--- src/sv/owsr_pkg.sv ---
`default_nettype none

package owsr_pkg;

   // field and state widths
   localparam int ENERGY_W   = 32;
   localparam int LEN_W      = 24;
   localparam int OFFSET_W   = 26;
   localparam int SUM_W      = 40;
   localparam int PROD_W     = ENERGY_W + LEN_W;
   localparam int QUOT_W     = 32;
   localparam int PIECE_W    = QUOT_W + 1;

   // register port
   localparam int CSR_ADDR_W  = 3;
   localparam int CSR_DATA_W  = 32;
   localparam int CSR_IDX_BIT = 2;

   localparam int MAX_SPLIT_DEF = 16;

   localparam logic [LEN_W-1:0] MONOMER_LENGTH_RST = 24'd229376;
   localparam logic [LEN_W-1:0] SEGMENT_LENGTH_RST = 24'd655360;

   typedef enum logic {
      REG_MONOMER_LENGTH = 1'b0,
      REG_SEGMENT_LENGTH = 1'b1
   } csr_reg_type;

   typedef enum logic [3:0] {
      ST_IDLE,
      ST_SEG_CHECK,
      ST_START,
      ST_TEST,
      ST_MUL,
      ST_DIV_WAIT,
      ST_ACC,
      ST_EMIT,
      ST_FINISH,
      ST_LAST
   } state_type;

   // controller -> datapath
   typedef struct packed {
      logic load;
      logic div_piece;
      logic seg_set;
      logic start;
      logic pick_loop;
      logic pick_tail;
      logic acc;
      logic emit;
      logic emit_last;
      logic finish;
   } cmd_type;

   // datapath -> controller
   typedef struct packed {
      logic div_done;
      logic loop_go;
      logic tail_go;
      logic tail;
      logic last;
      logic out_free;
   } status_type;

endpackage

`default_nettype wire

--- src/sv/owsr_if.sv ---
`default_nettype none

// input word channel
interface owsr_req_if;
   logic                                 valid;
   logic                                 ready;
   logic signed [owsr_pkg::ENERGY_W-1:0] energy;
   logic                                 final_item;

   modport source (output valid, energy, final_item, input ready);
   modport sink   (input valid, energy, final_item, output ready);
endinterface

// result word channel
interface owsr_rsp_if;
   logic                                 valid;
   logic                                 ready;
   logic signed [owsr_pkg::ENERGY_W-1:0] segment_energy;
   logic                                 final_result;

   modport source (output valid, segment_energy, final_result, input ready);
   modport sink   (input valid, segment_energy, final_result, output ready);
endinterface

`default_nettype wire

--- src/sv/owsr_div.sv ---
`default_nettype none

// Restoring divider, one quotient bit per cycle.
// Requires dividend < divisor * 2**QUOT_W and divisor != 0.
module owsr_div (
   input  wire logic                          clock,
   input  wire logic                          reset,
   input  wire logic                          start,
   input  wire logic [owsr_pkg::PROD_W-1:0]   dividend,
   input  wire logic [owsr_pkg::LEN_W-1:0]    divisor,
   output logic                               done,
   output logic [owsr_pkg::QUOT_W-1:0]        quotient
);

   localparam int LW  = owsr_pkg::LEN_W;
   localparam int QW  = owsr_pkg::QUOT_W;
   localparam int CNT_W = $clog2(QW);

   logic [LW-1:0]    rem_ff, rem_in;
   logic [QW-1:0]    quo_ff, quo_in;
   logic [LW-1:0]    dsr_ff, dsr_in;
   logic [CNT_W-1:0] cnt_ff, cnt_in;
   logic             busy_ff, busy_in;
   logic             done_ff, done_in;

   logic [LW:0] trial;
   logic [LW:0] diff;
   logic        ge;

   // one trial subtraction
   always_comb begin
      trial = {rem_ff, quo_ff[QW-1]};
      diff  = trial - {1'b0, dsr_ff};
      ge    = (trial >= {1'b0, dsr_ff});
   end

   always_comb begin
      rem_in  = rem_ff;
      quo_in  = quo_ff;
      dsr_in  = dsr_ff;
      cnt_in  = cnt_ff;
      busy_in = busy_ff;
      done_in = 1'b0;
      if (start) begin
         rem_in  = dividend[owsr_pkg::PROD_W-1:QW];
         quo_in  = dividend[QW-1:0];
         dsr_in  = divisor;
         cnt_in  = CNT_W'(QW - 1);
         busy_in = 1'b1;
      end else if (busy_ff) begin
         rem_in = ge ? diff[LW-1:0] : trial[LW-1:0];
         quo_in = {quo_ff[QW-2:0], ge};
         if (cnt_ff == '0) begin
            busy_in = 1'b0;
            done_in = 1'b1;
         end else begin
            cnt_in = cnt_ff - 1'b1;
         end
      end
   end

   always_ff @(posedge clock) begin
      rem_ff <= rem_in;
      quo_ff <= quo_in;
      dsr_ff <= dsr_in;
      cnt_ff <= cnt_in;
      if (reset) begin
         busy_ff <= 1'b0;
         done_ff <= 1'b0;
      end else begin
         busy_ff <= busy_in;
         done_ff <= done_in;
      end
   end

   assign done     = done_ff;
   assign quotient = quo_ff;

endmodule

`default_nettype wire

--- src/sv/owsr_csr.sv ---
`default_nettype none

// Configuration registers behind the APB-style port
module owsr_csr (
   input  wire logic                              clock,
   input  wire logic                              reset,
   input  wire logic                              psel,
   input  wire logic                              penable,
   input  wire logic                              pwrite,
   input  wire logic [owsr_pkg::CSR_ADDR_W-1:0]   paddr,
   input  wire logic [owsr_pkg::CSR_DATA_W-1:0]   pwdata,
   output logic      [owsr_pkg::CSR_DATA_W-1:0]   prdata,
   output logic                                   pready,
   output logic      [owsr_pkg::LEN_W-1:0]        monomer_length,
   output logic      [owsr_pkg::LEN_W-1:0]        segment_length
);

   localparam int LW = owsr_pkg::LEN_W;

   logic [LW-1:0] monomer_length_ff, monomer_length_in;
   logic [LW-1:0] segment_length_ff, segment_length_in;

   owsr_pkg::csr_reg_type reg_idx;
   logic                  wr_en;

   assign reg_idx = owsr_pkg::csr_reg_type'(paddr[owsr_pkg::CSR_IDX_BIT]);
   assign wr_en   = psel && penable && pwrite;
   assign pready  = 1'b1;

   // write decode
   always_comb begin
      monomer_length_in = monomer_length_ff;
      segment_length_in = segment_length_ff;
      if (wr_en) begin
         unique case (reg_idx)
            owsr_pkg::REG_MONOMER_LENGTH: monomer_length_in = pwdata[LW-1:0];
            owsr_pkg::REG_SEGMENT_LENGTH: segment_length_in = pwdata[LW-1:0];
            default: ;
         endcase
      end
   end

   // read mux
   always_comb begin
      unique case (reg_idx)
         owsr_pkg::REG_MONOMER_LENGTH:
            prdata = owsr_pkg::CSR_DATA_W'(monomer_length_ff);
         owsr_pkg::REG_SEGMENT_LENGTH:
            prdata = owsr_pkg::CSR_DATA_W'(segment_length_ff);
         default: prdata = '0;
      endcase
   end

   always_ff @(posedge clock) begin
      if (reset) begin
         monomer_length_ff <= owsr_pkg::MONOMER_LENGTH_RST;
         segment_length_ff <= owsr_pkg::SEGMENT_LENGTH_RST;
      end else begin
         monomer_length_ff <= monomer_length_in;
         segment_length_ff <= segment_length_in;
      end
   end

   assign monomer_length = monomer_length_ff;
   assign segment_length = segment_length_ff;

endmodule

`default_nettype wire

--- src/sv/owsr_ctrl.sv ---
`default_nettype none

// Sequencer: one input word at a time, one piece per pass through the divider
module owsr_ctrl (
   input  wire logic                 clock,
   input  wire logic                 reset,
   input  wire logic                 req_valid,
   output logic                      req_ready,
   input  wire owsr_pkg::status_type sts,
   output owsr_pkg::cmd_type         cmd
);

   owsr_pkg::state_type state_ff, state_in;

   always_ff @(posedge clock) begin
      if (reset) begin
         state_ff <= owsr_pkg::ST_IDLE;
      end else begin
         state_ff <= state_in;
      end
   end

   always_comb begin
      state_in  = state_ff;
      cmd       = '0;
      req_ready = 1'b0;
      unique case (state_ff)
         owsr_pkg::ST_IDLE: begin
            req_ready = 1'b1;
            if (req_valid) begin
               cmd.load = 1'b1;
               state_in = owsr_pkg::ST_SEG_CHECK;
            end
         end
         // effective segment length, at least ceil(monomer / MAX_SPLIT)
         owsr_pkg::ST_SEG_CHECK: begin
            cmd.seg_set = 1'b1;
            state_in    = owsr_pkg::ST_START;
         end
         owsr_pkg::ST_START: begin
            cmd.start = 1'b1;
            state_in  = owsr_pkg::ST_TEST;
         end
         // next piece: closing segment, tail of monomer, or nothing left
         owsr_pkg::ST_TEST: begin
            if (sts.loop_go) begin
               cmd.pick_loop = 1'b1;
               state_in      = owsr_pkg::ST_MUL;
            end else if (sts.tail_go) begin
               cmd.pick_tail = 1'b1;
               state_in      = owsr_pkg::ST_MUL;
            end else begin
               state_in = owsr_pkg::ST_FINISH;
            end
         end
         owsr_pkg::ST_MUL: begin
            cmd.div_piece = 1'b1;
            state_in      = owsr_pkg::ST_DIV_WAIT;
         end
         owsr_pkg::ST_DIV_WAIT: begin
            if (sts.div_done) begin
               state_in = owsr_pkg::ST_ACC;
            end
         end
         owsr_pkg::ST_ACC: begin
            cmd.acc  = 1'b1;
            state_in = sts.tail ? owsr_pkg::ST_FINISH : owsr_pkg::ST_EMIT;
         end
         owsr_pkg::ST_EMIT: begin
            if (sts.out_free) begin
               cmd.emit = 1'b1;
               state_in = owsr_pkg::ST_TEST;
            end
         end
         owsr_pkg::ST_FINISH: begin
            cmd.finish = 1'b1;
            state_in   = sts.last ? owsr_pkg::ST_LAST : owsr_pkg::ST_IDLE;
         end
         owsr_pkg::ST_LAST: begin
            if (sts.out_free) begin
               cmd.emit_last = 1'b1;
               state_in      = owsr_pkg::ST_IDLE;
            end
         end
         default: state_in = owsr_pkg::ST_IDLE;
      endcase
   end

endmodule

`default_nettype wire

--- src/sv/owsr_dp.sv ---
`default_nettype none

// Datapath: offsets, piece weighting (multiply + divide), running sum, result register
module owsr_dp #(
   parameter int MAX_SPLIT = owsr_pkg::MAX_SPLIT_DEF
) (
   input  wire logic                                clock,
   input  wire logic                                reset,
   input  wire owsr_pkg::cmd_type                   cmd,
   output owsr_pkg::status_type                     sts,
   input  wire logic [owsr_pkg::LEN_W-1:0]          monomer_length,
   input  wire logic [owsr_pkg::LEN_W-1:0]          segment_length,
   input  wire logic signed [owsr_pkg::ENERGY_W-1:0] req_energy,
   input  wire logic                                req_final_item,
   output logic                                     rsp_valid,
   input  wire logic                                rsp_ready,
   output logic signed [owsr_pkg::ENERGY_W-1:0]     rsp_segment_energy,
   output logic                                     rsp_final_result
);

   localparam int LW  = owsr_pkg::LEN_W;
   localparam int EW  = owsr_pkg::ENERGY_W;
   localparam int OW  = owsr_pkg::OFFSET_W;
   localparam int SW  = owsr_pkg::SUM_W;
   localparam int PW  = owsr_pkg::PROD_W;
   localparam int QW  = owsr_pkg::QUOT_W;
   localparam int CW  = owsr_pkg::PIECE_W;
   localparam int N_W = $clog2(MAX_SPLIT + 1);

   // ceil(m / MAX_SPLIT) by reciprocal multiplication, exact for 25-bit numerators
   localparam int CLAMP_NUM_W = LW + 1;
   localparam int RECIP_SH    = CLAMP_NUM_W + $clog2(MAX_SPLIT);
   localparam int RECIP_W     = CLAMP_NUM_W + 1;
   localparam int CLAMP_PW    = RECIP_SH + LW;
   localparam longint RECIP_L =
      ((longint'(1) << RECIP_SH) + longint'(MAX_SPLIT) - longint'(1)) / longint'(MAX_SPLIT);
   localparam logic [RECIP_W-1:0] RECIP = RECIP_W'(RECIP_L);

   localparam logic signed [SW-1:0] SUM_MAX = {1'b0, {(SW-1){1'b1}}};
   localparam logic signed [SW-1:0] SUM_MIN = {1'b1, {(SW-1){1'b0}}};
   localparam logic signed [EW-1:0] OUT_MAX = {1'b0, {(EW-1){1'b1}}};
   localparam logic signed [EW-1:0] OUT_MIN = {1'b1, {(EW-1){1'b0}}};

   // item registers
   logic [LW-1:0]        m_ff, m_in;
   logic [LW-1:0]        s_ff, s_in;
   logic [LW-1:0]        seg_ff, seg_in;
   logic [EW-1:0]        abs_e_ff, abs_e_in;
   logic                 neg_ff, neg_in;
   logic                 last_ff, last_in;
   logic [LW-1:0]        width_ff, width_in;
   logic                 tail_ff, tail_in;
   // chain state
   logic signed [SW-1:0] psum_ff, psum_in;
   logic [OW-1:0]        seo_ff, seo_in;
   logic [LW-1:0]        pos_ff, pos_in;
   logic [N_W-1:0]       n_ff, n_in;
   logic                 started_ff, started_in;
   // result register
   logic                 rsp_valid_ff, rsp_valid_in;
   logic signed [EW-1:0] rsp_data_ff, rsp_data_in;
   logic                 rsp_last_ff, rsp_last_in;

   logic [CLAMP_NUM_W-1:0] clamp_num;
   logic [CLAMP_PW-1:0]    clamp_prod;
   logic [LW-1:0]          seg_floor;
   logic [PW-1:0]        div_dividend;
   logic [LW-1:0]        div_divisor;
   logic                 div_start;
   logic                 div_done;
   logic [QW-1:0]        div_quot;
   logic [EW-1:0]        e_raw;
   logic signed [CW-1:0] piece;
   logic signed [SW:0]   sum_wide;
   logic signed [SW-1:0] sum_sat;
   logic signed [EW-1:0] out_sat;
   logic                 out_free;

   // divider: piece weight
   assign div_start    = cmd.div_piece;
   assign div_dividend = PW'(width_ff) * PW'(abs_e_ff);
   assign div_divisor  = m_ff;

   owsr_div u_div (
      .clock    (clock),
      .reset    (reset),
      .start    (div_start),
      .dividend (div_dividend),
      .divisor  (div_divisor),
      .done     (div_done),
      .quotient (div_quot)
   );

   // shortest allowed segment: ceil(monomer / MAX_SPLIT)
   assign clamp_num  = CLAMP_NUM_W'(m_ff) + CLAMP_NUM_W'(MAX_SPLIT - 1);
   assign clamp_prod = CLAMP_PW'(clamp_num) * CLAMP_PW'(RECIP);
   assign seg_floor  = clamp_prod[RECIP_SH +: LW];

   // signed piece, running sum saturation, output saturation
   always_comb begin
      piece    = neg_ff ? -$signed({1'b0, div_quot}) : $signed({1'b0, div_quot});
      sum_wide = $signed({psum_ff[SW-1], psum_ff}) + (SW+1)'(piece);
      if (sum_wide[SW] != sum_wide[SW-1]) begin
         sum_sat = sum_wide[SW] ? SUM_MIN : SUM_MAX;
      end else begin
         sum_sat = sum_wide[SW-1:0];
      end
      if (psum_ff > SW'(OUT_MAX)) begin
         out_sat = OUT_MAX;
      end else if (psum_ff < SW'(OUT_MIN)) begin
         out_sat = OUT_MIN;
      end else begin
         out_sat = psum_ff[EW-1:0];
      end
   end

   assign out_free = !rsp_valid_ff || rsp_ready;
   assign e_raw    = req_energy;

   // status to controller
   always_comb begin
      sts.div_done   = div_done;
      sts.loop_go    = (seo_ff < OW'(m_ff)) && (n_ff < N_W'(MAX_SPLIT));
      sts.tail_go    = (pos_ff < m_ff);
      sts.tail       = tail_ff;
      sts.last       = last_ff;
      sts.out_free   = out_free;
   end

   // next state
   always_comb begin
      m_in         = m_ff;
      s_in         = s_ff;
      seg_in       = seg_ff;
      abs_e_in     = abs_e_ff;
      neg_in       = neg_ff;
      last_in      = last_ff;
      width_in     = width_ff;
      tail_in      = tail_ff;
      psum_in      = psum_ff;
      seo_in       = seo_ff;
      pos_in       = pos_ff;
      n_in         = n_ff;
      started_in   = started_ff;
      rsp_valid_in = rsp_valid_ff;
      rsp_data_in  = rsp_data_ff;
      rsp_last_in  = rsp_last_ff;

      if (rsp_ready) begin
         rsp_valid_in = 1'b0;
      end

      // latch word and registers; zero monomer length counts as one
      if (cmd.load) begin
         m_in     = (monomer_length == '0) ? LW'(1) : monomer_length;
         s_in     = segment_length;
         neg_in   = e_raw[EW-1];
         abs_e_in = e_raw[EW-1] ? (~e_raw + 1'b1) : e_raw;
         last_in  = req_final_item;
      end

      // short segment is raised to the floor
      if (cmd.seg_set) begin
         seg_in = (s_ff < seg_floor) ? seg_floor : s_ff;
      end

      // new item: reload offset at chain start
      if (cmd.start) begin
         if (!started_ff) begin
            seo_in     = OW'(seg_ff);
            started_in = 1'b1;
         end
         pos_in = '0;
         n_in   = '0;
      end

      if (cmd.pick_loop) begin
         width_in = seo_ff[LW-1:0] - pos_ff;
         tail_in  = 1'b0;
      end
      if (cmd.pick_tail) begin
         width_in = m_ff - pos_ff;
         tail_in  = 1'b1;
      end

      if (cmd.acc) begin
         psum_in = sum_sat;
      end

      // segment closes inside the monomer
      if (cmd.emit) begin
         rsp_valid_in = 1'b1;
         rsp_data_in  = out_sat;
         rsp_last_in  = 1'b0;
         psum_in      = '0;
         pos_in       = seo_ff[LW-1:0];
         seo_in       = seo_ff + OW'(seg_ff);
         n_in         = n_ff + 1'b1;
      end

      // rebase offset to the next monomer's start
      if (cmd.finish) begin
         seo_in = (seo_ff >= OW'(m_ff)) ? (seo_ff - OW'(m_ff)) : '0;
      end

      // trailing word of the chain
      if (cmd.emit_last) begin
         rsp_valid_in = 1'b1;
         rsp_data_in  = out_sat;
         rsp_last_in  = 1'b1;
         psum_in      = '0;
         started_in   = 1'b0;
         seo_in       = OW'(seg_ff);
      end
   end

   always_ff @(posedge clock) begin
      m_ff        <= m_in;
      s_ff        <= s_in;
      seg_ff      <= seg_in;
      abs_e_ff    <= abs_e_in;
      neg_ff      <= neg_in;
      last_ff     <= last_in;
      width_ff    <= width_in;
      tail_ff     <= tail_in;
      pos_ff      <= pos_in;
      n_ff        <= n_in;
      rsp_data_ff <= rsp_data_in;
      rsp_last_ff <= rsp_last_in;
      if (reset) begin
         psum_ff      <= '0;
         seo_ff       <= '0;
         started_ff   <= 1'b0;
         rsp_valid_ff <= 1'b0;
      end else begin
         psum_ff      <= psum_in;
         seo_ff       <= seo_in;
         started_ff   <= started_in;
         rsp_valid_ff <= rsp_valid_in;
      end
   end

   assign rsp_valid          = rsp_valid_ff;
   assign rsp_segment_energy = rsp_data_ff;
   assign rsp_final_result   = rsp_last_ff;

endmodule

`default_nettype wire

--- src/sv/overlap_weighted_segment_rebinner_top.sv ---
// Re-bins a stream of per-monomer energies (signed Q15.16) into segments of
// segment_length (unsigned Q8.16); each monomer adds energy*overlap/monomer_length,
// truncated toward zero, to a 40-bit saturating sum, and a 32-bit saturated
// result word leaves each time a segment closes. An input word with final_item
// set always adds a trailing word with final_result set and restarts the chain.
// segment_length is raised to ceil(monomer_length/MAX_SPLIT) when shorter.
// One input word is processed at a time. Every weighted piece goes through a
// restoring divider that produces one quotient bit per cycle; a new result word
// waits until the output register is free or its word is taken on rsp_chan.ready.
// Input is accepted again as soon as the last word is placed in the output
// register, even while that word still waits on rsp_chan.ready.
// Registers: monomer_length at address 0, segment_length at address 4.
`default_nettype none

module overlap_weighted_segment_rebinner_top #(
   parameter int MAX_SPLIT = owsr_pkg::MAX_SPLIT_DEF
) (
   input  wire logic                            clock,
   input  wire logic                            reset,
   owsr_req_if.sink                             req_chan,
   owsr_rsp_if.source                           rsp_chan,
   input  wire logic                            psel,
   input  wire logic                            penable,
   input  wire logic                            pwrite,
   input  wire logic [owsr_pkg::CSR_ADDR_W-1:0] paddr,
   input  wire logic [owsr_pkg::CSR_DATA_W-1:0] pwdata,
   output logic      [owsr_pkg::CSR_DATA_W-1:0] prdata,
   output logic                                 pready
);

   logic [owsr_pkg::LEN_W-1:0] monomer_length;
   logic [owsr_pkg::LEN_W-1:0] segment_length;
   owsr_pkg::cmd_type          cmd;
   owsr_pkg::status_type       sts;
   logic                       req_ready;

   owsr_csr u_csr (
      .clock          (clock),
      .reset          (reset),
      .psel           (psel),
      .penable        (penable),
      .pwrite         (pwrite),
      .paddr          (paddr),
      .pwdata         (pwdata),
      .prdata         (prdata),
      .pready         (pready),
      .monomer_length (monomer_length),
      .segment_length (segment_length)
   );

   owsr_ctrl u_ctrl (
      .clock     (clock),
      .reset     (reset),
      .req_valid (req_chan.valid),
      .req_ready (req_ready),
      .sts       (sts),
      .cmd       (cmd)
   );

   owsr_dp #(
      .MAX_SPLIT (MAX_SPLIT)
   ) u_dp (
      .clock              (clock),
      .reset              (reset),
      .cmd                (cmd),
      .sts                (sts),
      .monomer_length     (monomer_length),
      .segment_length     (segment_length),
      .req_energy         (req_chan.energy),
      .req_final_item     (req_chan.final_item),
      .rsp_valid          (rsp_chan.valid),
      .rsp_ready          (rsp_chan.ready),
      .rsp_segment_energy (rsp_chan.segment_energy),
      .rsp_final_result   (rsp_chan.final_result)
   );

   assign req_chan.ready = req_ready;

endmodule

`default_nettype wire

--- src/flat_wrapper.sv ---
// flat-port wrapper written by rule: the top's interface ports become plain ports
module overlap_weighted_segment_rebinner_top_flat 
#(
   parameter int MAX_SPLIT = owsr_pkg::MAX_SPLIT_DEF
)
  (clock, reset, psel, penable, pwrite, paddr, pwdata, prdata, pready, req_chan_valid, req_chan_energy, req_chan_final_item, req_chan_ready, rsp_chan_valid, rsp_chan_segment_energy, rsp_chan_final_result, rsp_chan_ready);
  owsr_req_if req_chan_i ();
  owsr_rsp_if rsp_chan_i ();
  input  wire logic clock;
  input  wire logic reset;
  input  wire logic psel;
  input  wire logic penable;
  input  wire logic pwrite;
  input  wire logic [owsr_pkg::CSR_ADDR_W-1:0] paddr;
  input  wire logic [owsr_pkg::CSR_DATA_W-1:0] pwdata;
  output logic      [owsr_pkg::CSR_DATA_W-1:0] prdata;
  output logic pready;
  input wire logic [$bits(req_chan_i.valid)-1:0] req_chan_valid;
  input wire logic [$bits(req_chan_i.energy)-1:0] req_chan_energy;
  input wire logic [$bits(req_chan_i.final_item)-1:0] req_chan_final_item;
  output wire logic [$bits(req_chan_i.ready)-1:0] req_chan_ready;
  output wire logic [$bits(rsp_chan_i.valid)-1:0] rsp_chan_valid;
  output wire logic [$bits(rsp_chan_i.segment_energy)-1:0] rsp_chan_segment_energy;
  output wire logic [$bits(rsp_chan_i.final_result)-1:0] rsp_chan_final_result;
  input wire logic [$bits(rsp_chan_i.ready)-1:0] rsp_chan_ready;
  assign req_chan_i.valid = req_chan_valid;
  assign req_chan_i.energy = req_chan_energy;
  assign req_chan_i.final_item = req_chan_final_item;
  assign req_chan_ready = req_chan_i.ready;
  assign rsp_chan_valid = rsp_chan_i.valid;
  assign rsp_chan_segment_energy = rsp_chan_i.segment_energy;
  assign rsp_chan_final_result = rsp_chan_i.final_result;
  assign rsp_chan_i.ready = rsp_chan_ready;
  overlap_weighted_segment_rebinner_top #(.MAX_SPLIT(MAX_SPLIT)) u_core (.clock(clock), .reset(reset), .req_chan(req_chan_i), .rsp_chan(rsp_chan_i), .psel(psel), .penable(penable), .pwrite(pwrite), .paddr(paddr), .pwdata(pwdata), .prdata(prdata), .pready(pready));
endmodule
--- config.mk ---
export PLATFORM = sky130hd
export DESIGN_NAME = overlap_weighted_segment_rebinner_top_flat
export DESIGN_NICKNAME = d
export VERILOG_FILES = /design/src/sv/owsr_pkg.sv /design/src/sv/owsr_if.sv /design/src/sv/owsr_div.sv /design/src/sv/owsr_csr.sv /design/src/sv/owsr_ctrl.sv /design/src/sv/owsr_dp.sv /design/src/sv/overlap_weighted_segment_rebinner_top.sv /design/src/flat_wrapper.sv
export SDC_FILE = /design/constraint.sdc
export NUM_CORES = 2
export LEC_CHECK = 0
export BUFFER_PORTS_ARGS = -buffer_cell sky130_fd_sc_hd__buf_2
export CORE_ASPECT_RATIO = 1.4
export CORE_MARGIN = 4
export CORE_UTILIZATION = 45
export DETAILED_ROUTE_END_ITERATION = 10
export PLACE_DENSITY_LB_ADDON = 0.2
export SLEW_MARGIN = 20
export SYNTH_ARGS = -nofsm -noshare
export SYNTH_HDL_FRONTEND = slang
export SYNTH_SLANG_ARGS = --single-unit
--- constraint.sdc ---
create_clock -name clock -period 6.5 [get_ports clock]
set_clock_uncertainty 0.05 [all_clocks]
set_input_delay 1.95 -clock clock [delete_from_list [all_inputs] [get_ports clock]]
set_output_delay 1.95 -clock clock [all_outputs]
set_load 0.1 [all_outputs]
**Word level (Yosys, flattened, before mapping)**

Index checks and enable logic that the tools add are counted.

- $add $sub $neg: 11
- $mul: 1
- Div/mod/pow operators: 0
- $lt $le $gt $ge: 8
- Equal/unequal tests: 16
- Shift-type cells: 0
- Muxes and demuxes: 58
- Bitwise operators: 4
- Reduce and logical (&&, ||, !) cells: 24

Operators with widths:

| cell | count |
|---|---|
| 24-bit 2-to-1 mux | 8 |
| 32-bit 2-to-1 mux | 6 |
| 26-bit 2-to-1 mux | 5 |
| 40-bit 2-to-1 mux | 2 |
| 24-bit subtractor | 3 |
| 32-bit case mux with 2 select lines | 1 |
| 24-bit by 32-bit multiplier with 56-bit output | 1 |
| 40-bit by 33-bit adder with 41-bit output | 1 |
| 40-bit by 32-bit greater-than comparator with 1-bit output, second input constant | 1 |
| 40-bit by 32-bit less-than comparator with 1-bit output, second input constant | 1 |
| 4-bit case mux with 10 select lines | 1 |
| 33-bit 2-to-1 mux | 1 |
| 32-bit negator with 33-bit output | 1 |
| 32-bit by 1-bit adder with 32-bit output, second input constant | 1 |
| 4-bit 2-to-1 mux | 8 |
| 32-bit inverter | 1 |
| 31-bit 2-to-1 mux | 1 |
| 26-bit by 24-bit adder with 26-bit output | 1 |
| 26-bit by 24-bit >= comparator with 1-bit output | 1 |
| 26-bit by 24-bit less-than comparator with 1-bit output | 1 |
| 26-bit by 24-bit subtractor with 26-bit output | 1 |
| 24-bit by 4-bit adder with 25-bit output, second input constant | 1 |
| 25-bit by 24-bit >= comparator with 1-bit output | 1 |
| 24-bit logical NOT | 1 |
| 30 further kinds | 72 |

- Flip-flop bits (word level): 400
- Latch bits: 0
- Memory bits (writable): 0
- Memory bits (read-only): 0
- Input bits: 75
- Word-level logic and storage cells: 150
- Memories: 0

**Depth between registers and ports, before layout**

- Word-level depth: 7
- Gate-level depth with buffers: 28
- Mapped depth without buffers: 26

**Hierarchy**

Synthesis repeated with hierarchy kept, for this count alone.

- Cell total of the unflattened synthesis: 5542
- Area, all modules: 51202.9 µm²

By module, submodules not included:

| module | times used | cells each | area an instance (µm²) | sequential area each (µm²) |
|---|---|---|---|---|
| owsr_dp | 1 | 4822 | 43459.2 | 7136.8 |
| owsr_div | 1 | 436 | 4946.0 | 2542.4 |
| owsr_csr | 1 | 225 | 2373.5 | 960.9 |
| owsr_ctrl | 1 | 59 | 424.2 | 80.1 |

**Worst setup path before layout**

No wires, ideal clock.

- Path kind: register to register
- Start point: reg u_core.u_dp.abs_e_ff[17]
- End point: reg u_core.u_dp.u_div.rem_ff[16], data pin
- Arrival: 6.848 ns
- Required time: 6.184 ns
- Setup slack: -0.664 ns
- Stages on the path, launching flop included: 25
- Period minus slack after synthesis: 7.164 ns
- Cells stage by stage: edfxtp_1 > clkbuf_1 > nand2_1 > fa_1 > inv_1 > fa_1 > inv_1 > fa_1 > fa_1 > inv_1 > fa_1 > fa_1 > fa_1 > ha_1 > clkbuf_1 > a21oi_1 > a21oi_1 > a311oi_1 > o311ai_1 > o31a_1 > a311oi_1 > o21bai_1 > xor2_1 > nand2_1 > o21ai_1

- Word-level cells in the longest chain between the ends: 2

Ends and longest elaborated chain:

| what | RTL line | text |
|---|---|---|
| start: declaration | owsr_dp.sv:48 | `logic [EW-1:0] abs_e_ff, abs_e_in;` |
| start signal: assignment | owsr_dp.sv:221 | `abs_e_ff <= abs_e_in;` |
| 24-bit by 32-bit multiplier with 56-bit output | owsr_dp.sv:81 | `assign div_dividend = PW'(width_ff) * PW'(abs_e_ff);` |
| 24-bit 2-to-1 mux | owsr_div.sv:44 | `if (start) begin` |
| net u_core.u_dp.u_div.rem_in[16] | owsr_div.sv:19 | `logic [LW-1:0] rem_ff, rem_in;` |
| end signal: assignment | owsr_div.sv:63 | `rem_ff <= rem_in;` |
| end: declaration | owsr_div.sv:19 |  |

The timed path passes the listed nets, and every way through them passes these cells.
A chain may end at the register's enable or synchronous reset.

**Worst setup path after layout**

- Start point: reg u_core.u_dp.width_ff[12]
- End point: reg u_core.u_dp.u_div.rem_ff[23], data pin

- Word-level cells in the longest chain between the ends: 2

Ends and longest elaborated chain:

| what | RTL line | text |
|---|---|---|
| start: declaration | owsr_dp.sv:51 | `logic [LW-1:0] width_ff, width_in;` |
| start signal: assignment | owsr_dp.sv:224 | `width_ff <= width_in;` |
| 24-bit by 32-bit multiplier with 56-bit output | owsr_dp.sv:81 |  |
| 24-bit 2-to-1 mux | owsr_div.sv:44 |  |
| net u_core.u_dp.u_div.rem_in[23] | owsr_div.sv:19 |  |

The timed path passes the listed nets, and every way through them passes these cells.

==> impl_metrics.ini <==
[cells_and_area]
final_nets = 6930
synthToLayoutAreaGrowth_pct = 14.14
n_antenna_cell = 0
fill_cells = 10450
drive_gt1_share_pct = 12.95

[min_path]
whs_endpoint = u_core.u_dp.s_ff[8]
hold_path_class = flip-flop to flip-flop
holdCritStartpoint = u_core.u_csr.segment_length[8]
holdPathStages = 0

[route]
vias = 39420
drt_wl_total_um = 137200
drtIter0Drc = 2019
drt_pass1_iterations = 5
wl_per_cell_um = 18.72
drc = 0
vias_per_cell = 5.379
ant_nets = 0

[grt]
track_usage_pct = 23.45
grt_pass1_wl_um = 223900
grt_max_degree = 78
antenna_found_initial = 0
grt-ovfl-total = 0
grt_pass1_vias = 41720

[setup_path]
start_kind = flip-flop
critPathCaptureType = flip-flop
critPathRequiredTime_ns = 6.74
r2r_start = u_core.u_dp.width_ff[12]
crit_arrival_ns = 7.66
path_max_fanout = 17
rrSetupSlack_ns = -0.93
worstSetupPathType = flip-flop to flip-flop
rr_endpoint = u_core.u_dp.u_div.rem_ff[23]
worstRegToRegCells = 26

[synth]
netlist_area_sq_um = 50690
seq_area_frac_synth_pct = 21.15
synthTopCellsByCount = inv_1 (850), nand2_1 (699), fa_1 (664)
ys_ff_latch = 400
synthArstFlopShare_pct = 0
synth_top_area_share_pct = 26.22
synth_edf_count = 271
ys_warn_count = 0
synth.avg_cell_area_sq_um = 9.074
synthFlopType = edfxtp_1
synth.most_common_cell = inv_1
synth_area_leaders = fa_1 (26%), edfxtp_1 (16%), ha_1 (9.0%)
synth_area_leader_cell = fa_1
synthCells = 5586
synth.distinct_cells = 94

[placed_design]
dpl.hpwl_um = 110800
dp_slack_ns = -1.105
portBuffers = 123
routabilityCongestion = 0.9077

[cts]
clkSinkCount = 400
clk_pin_slew_worst_paths_ns = 0.07
cts_tree = yes
clockRootBuffer = clkbuf_16
clockBufferDepth = 3
ctsHtreeMaxLevel = 2
hold_buffers = 0
cts-buffers-inserted = 43
clk_latency_ns = 0.59

[floorplan]
initial_core_util_pct = 45.36
num_io_pins = 143
rows = 145
die_y_um = 405.1
dieArea_sq_um = 118200
die_x_um = 291.7
core-area_sq_um = 111800

[sta]
slew_headroom_pct = 28.52
finalCritPeriodShare_pct = 114.3
final.min_clock_period_ns = 7.427
max_freq_mhz = 134.6
hold_viol_final = 0
fin_ws_ns = -0.9273
slew_viol_final = 0
rsz0062_at_grt = true
setup_viol = 36
worstMarginPinSlew_ns = 1.069
hold_slack_ns = 0.4032

[outcome]
status = complete, but fails checks
violations = setup timing

[run]
cap_viol_max_count = 0
what timing repair did:
action	CTS	global route
buffers inserted	13	5
hold endpoints to repair	0	0
cloned	1	0
resized for setup	106	32
setup endpoints to repair	39	41
pin swaps	41	32
flip-flops by register name, summed over array words and instances, names as in the netlist, 24 cells and up:
| register | cells |
|---|---|
| u_core.u_dp.width_ff | 24 |
| u_core.u_dp.u_div.dsr_ff | 24 |
| u_core.u_dp.u_div.rem_ff | 24 |
| u_core.u_dp.div_divisor | 24 |
| u_core.u_dp.pos_ff | 24 |
| u_core.u_csr.segment_length | 24 |
| u_core.u_dp.seo_ff | 26 |
| u_core.u_dp.u_div.quotient | 32 |
| u_core.u_dp.rsp_segment_energy | 32 |
| u_core.u_dp.abs_e_ff | 32 |
| u_core.u_dp.psum_ff | 40 |
| u_core.u_dp.seg_ff | 24 |
| u_core.u_csr.monomer_length | 24 |
| u_core.u_dp.s_ff | 24 |
worst max-delay path by stage:
stage                                   from                            to  depth (start not counted)
global route        u_core.u_dp.width_ff[12]  u_core.u_dp.u_div.rem_ff[15]                         26
global placement     u_core.u_dp.width_ff[4]  u_core.u_dp.u_div.rem_ff[20]                         25
floorplan           u_core.u_dp.abs_e_ff[19]  u_core.u_dp.u_div.rem_ff[19]                         25
CTS                 u_core.u_dp.width_ff[13]  u_core.u_dp.u_div.rem_ff[23]                         26
detailed placement  u_core.u_dp.abs_e_ff[25]  u_core.u_dp.u_div.rem_ff[23]                         27
finish              u_core.u_dp.width_ff[12]  u_core.u_dp.u_div.rem_ff[23]                         26
critical path, cell delays in order, from the launching register on:
cell and delay (ns):
edfxtp_1 0.41, buf_12 0.18, and2_4 0.15, fa_1 0.53, inv_1 0.05, fa_1 0.49
inv_2 0.04, fa_1 0.51, inv_2 0.04, fa_1 0.56, inv_2 0.06, fa_2 0.59
fa_1 0.44, fa_1 0.49, ha_4 0.30, nand4_1 0.14, nor4_2 0.35, buf_4 0.18
and4bb_1 0.24, o21ai_4 0.12, a2111oi_4 0.30, buf_4 0.21, o21ai_1 0.13, a31oi_1 0.17
nor2_1 0.07, xnor2_1 0.20, o22ai_1 0.13
metal layers:
| layer | up-vias | part of all wire (%) | GRT usage [%] |
|---|---|---|---|
| met5 | - | 0 | 0 |
| met1 | 19680 | 39 | 27.74 |
| met4 | 0 | 3.9 | 8.172 |
| li1 | 18660 | - | - |
| met2 | 799 | 53 | 44.28 |
| met3 | 278 | 3.4 | 2.139 |
kinds of logic after synthesis:
kind of cell | after synthesis | share of synthesized area (%)
AO/OA/AOI/OAI | 999 | 12.35
XOR/XNOR | 271 | 4.683
adder cells (fa/ha/maj) | 1050 | 35.65
buffers and inverters | 1147 | 8.588
flip-flops | 400 | 21.15
multiplexers | 86 | 1.770
other | 2 | 0.01482
AND/OR/NAND/NOR | 1631 | 15.80
per-stage QoR:
stage | instances | util, % | area (sq um) | TNS [ns]
2_1_floorplan | 5593 | - | 51240 | -1.774
3_3_place_gp | 7231 | 49.64 | 55480 | -25.96
3_5_place_dp | 7231 | 49.64 | 55480 | -26.52
4_1_cts | 7323 | 51.58 | 57640 | -19.73
5_1_grt | 7329 | 51.77 | 57860 | -29.08
6_report | 7329 | 51.77 | 57860 | -19.16
cell type report:
class	instances	area [sq um]	share of cell area [%]
Sequential cell	400	10720	18.53
Inverter	851	3194	5.521
Multi-Input combinational cell	4046	36490	63.07
Timing Repair Buffer	484	4110	7.104
Clock buffer	46	1119	1.933
Clock inverter	32	384.1	0.6639
Tap cell	1470	1839	3.179
cell usage in the layout, fill, tap and decap left out, drive strengths merged, types with 15 or more instances in the layout:
cell type  netlist  routed
o21a            24      24
nand2b          34      34
nor2b           29      29
nand3           61      61
nor3            52      52
xnor2          206     206
o21ai          244     244
o31ai           36      36
and2           419     419
nand4           40      40
buf             29     484
o21bai          24      24
edfxtp         271     271
ha             365     365
xor2            65      65
a221oi          15      15
nor2           179     179
fa             664     664
dfxtp          129     129
a31oi           23      23
mux2            29      29
mux2i           57      57
nor4            29      29
inv            851     861
maj3            21      21
a211oi          23      23
or3             19      19
nand2          700     700
a21o           154     154
a21oi          316     316
o211ai          21      21
and3            19      19
clkbuf         267      46
Power is left out: the tool's default activity adds up to more than one toggle a clock period on the data nets, which glitch-free logic cannot reach.
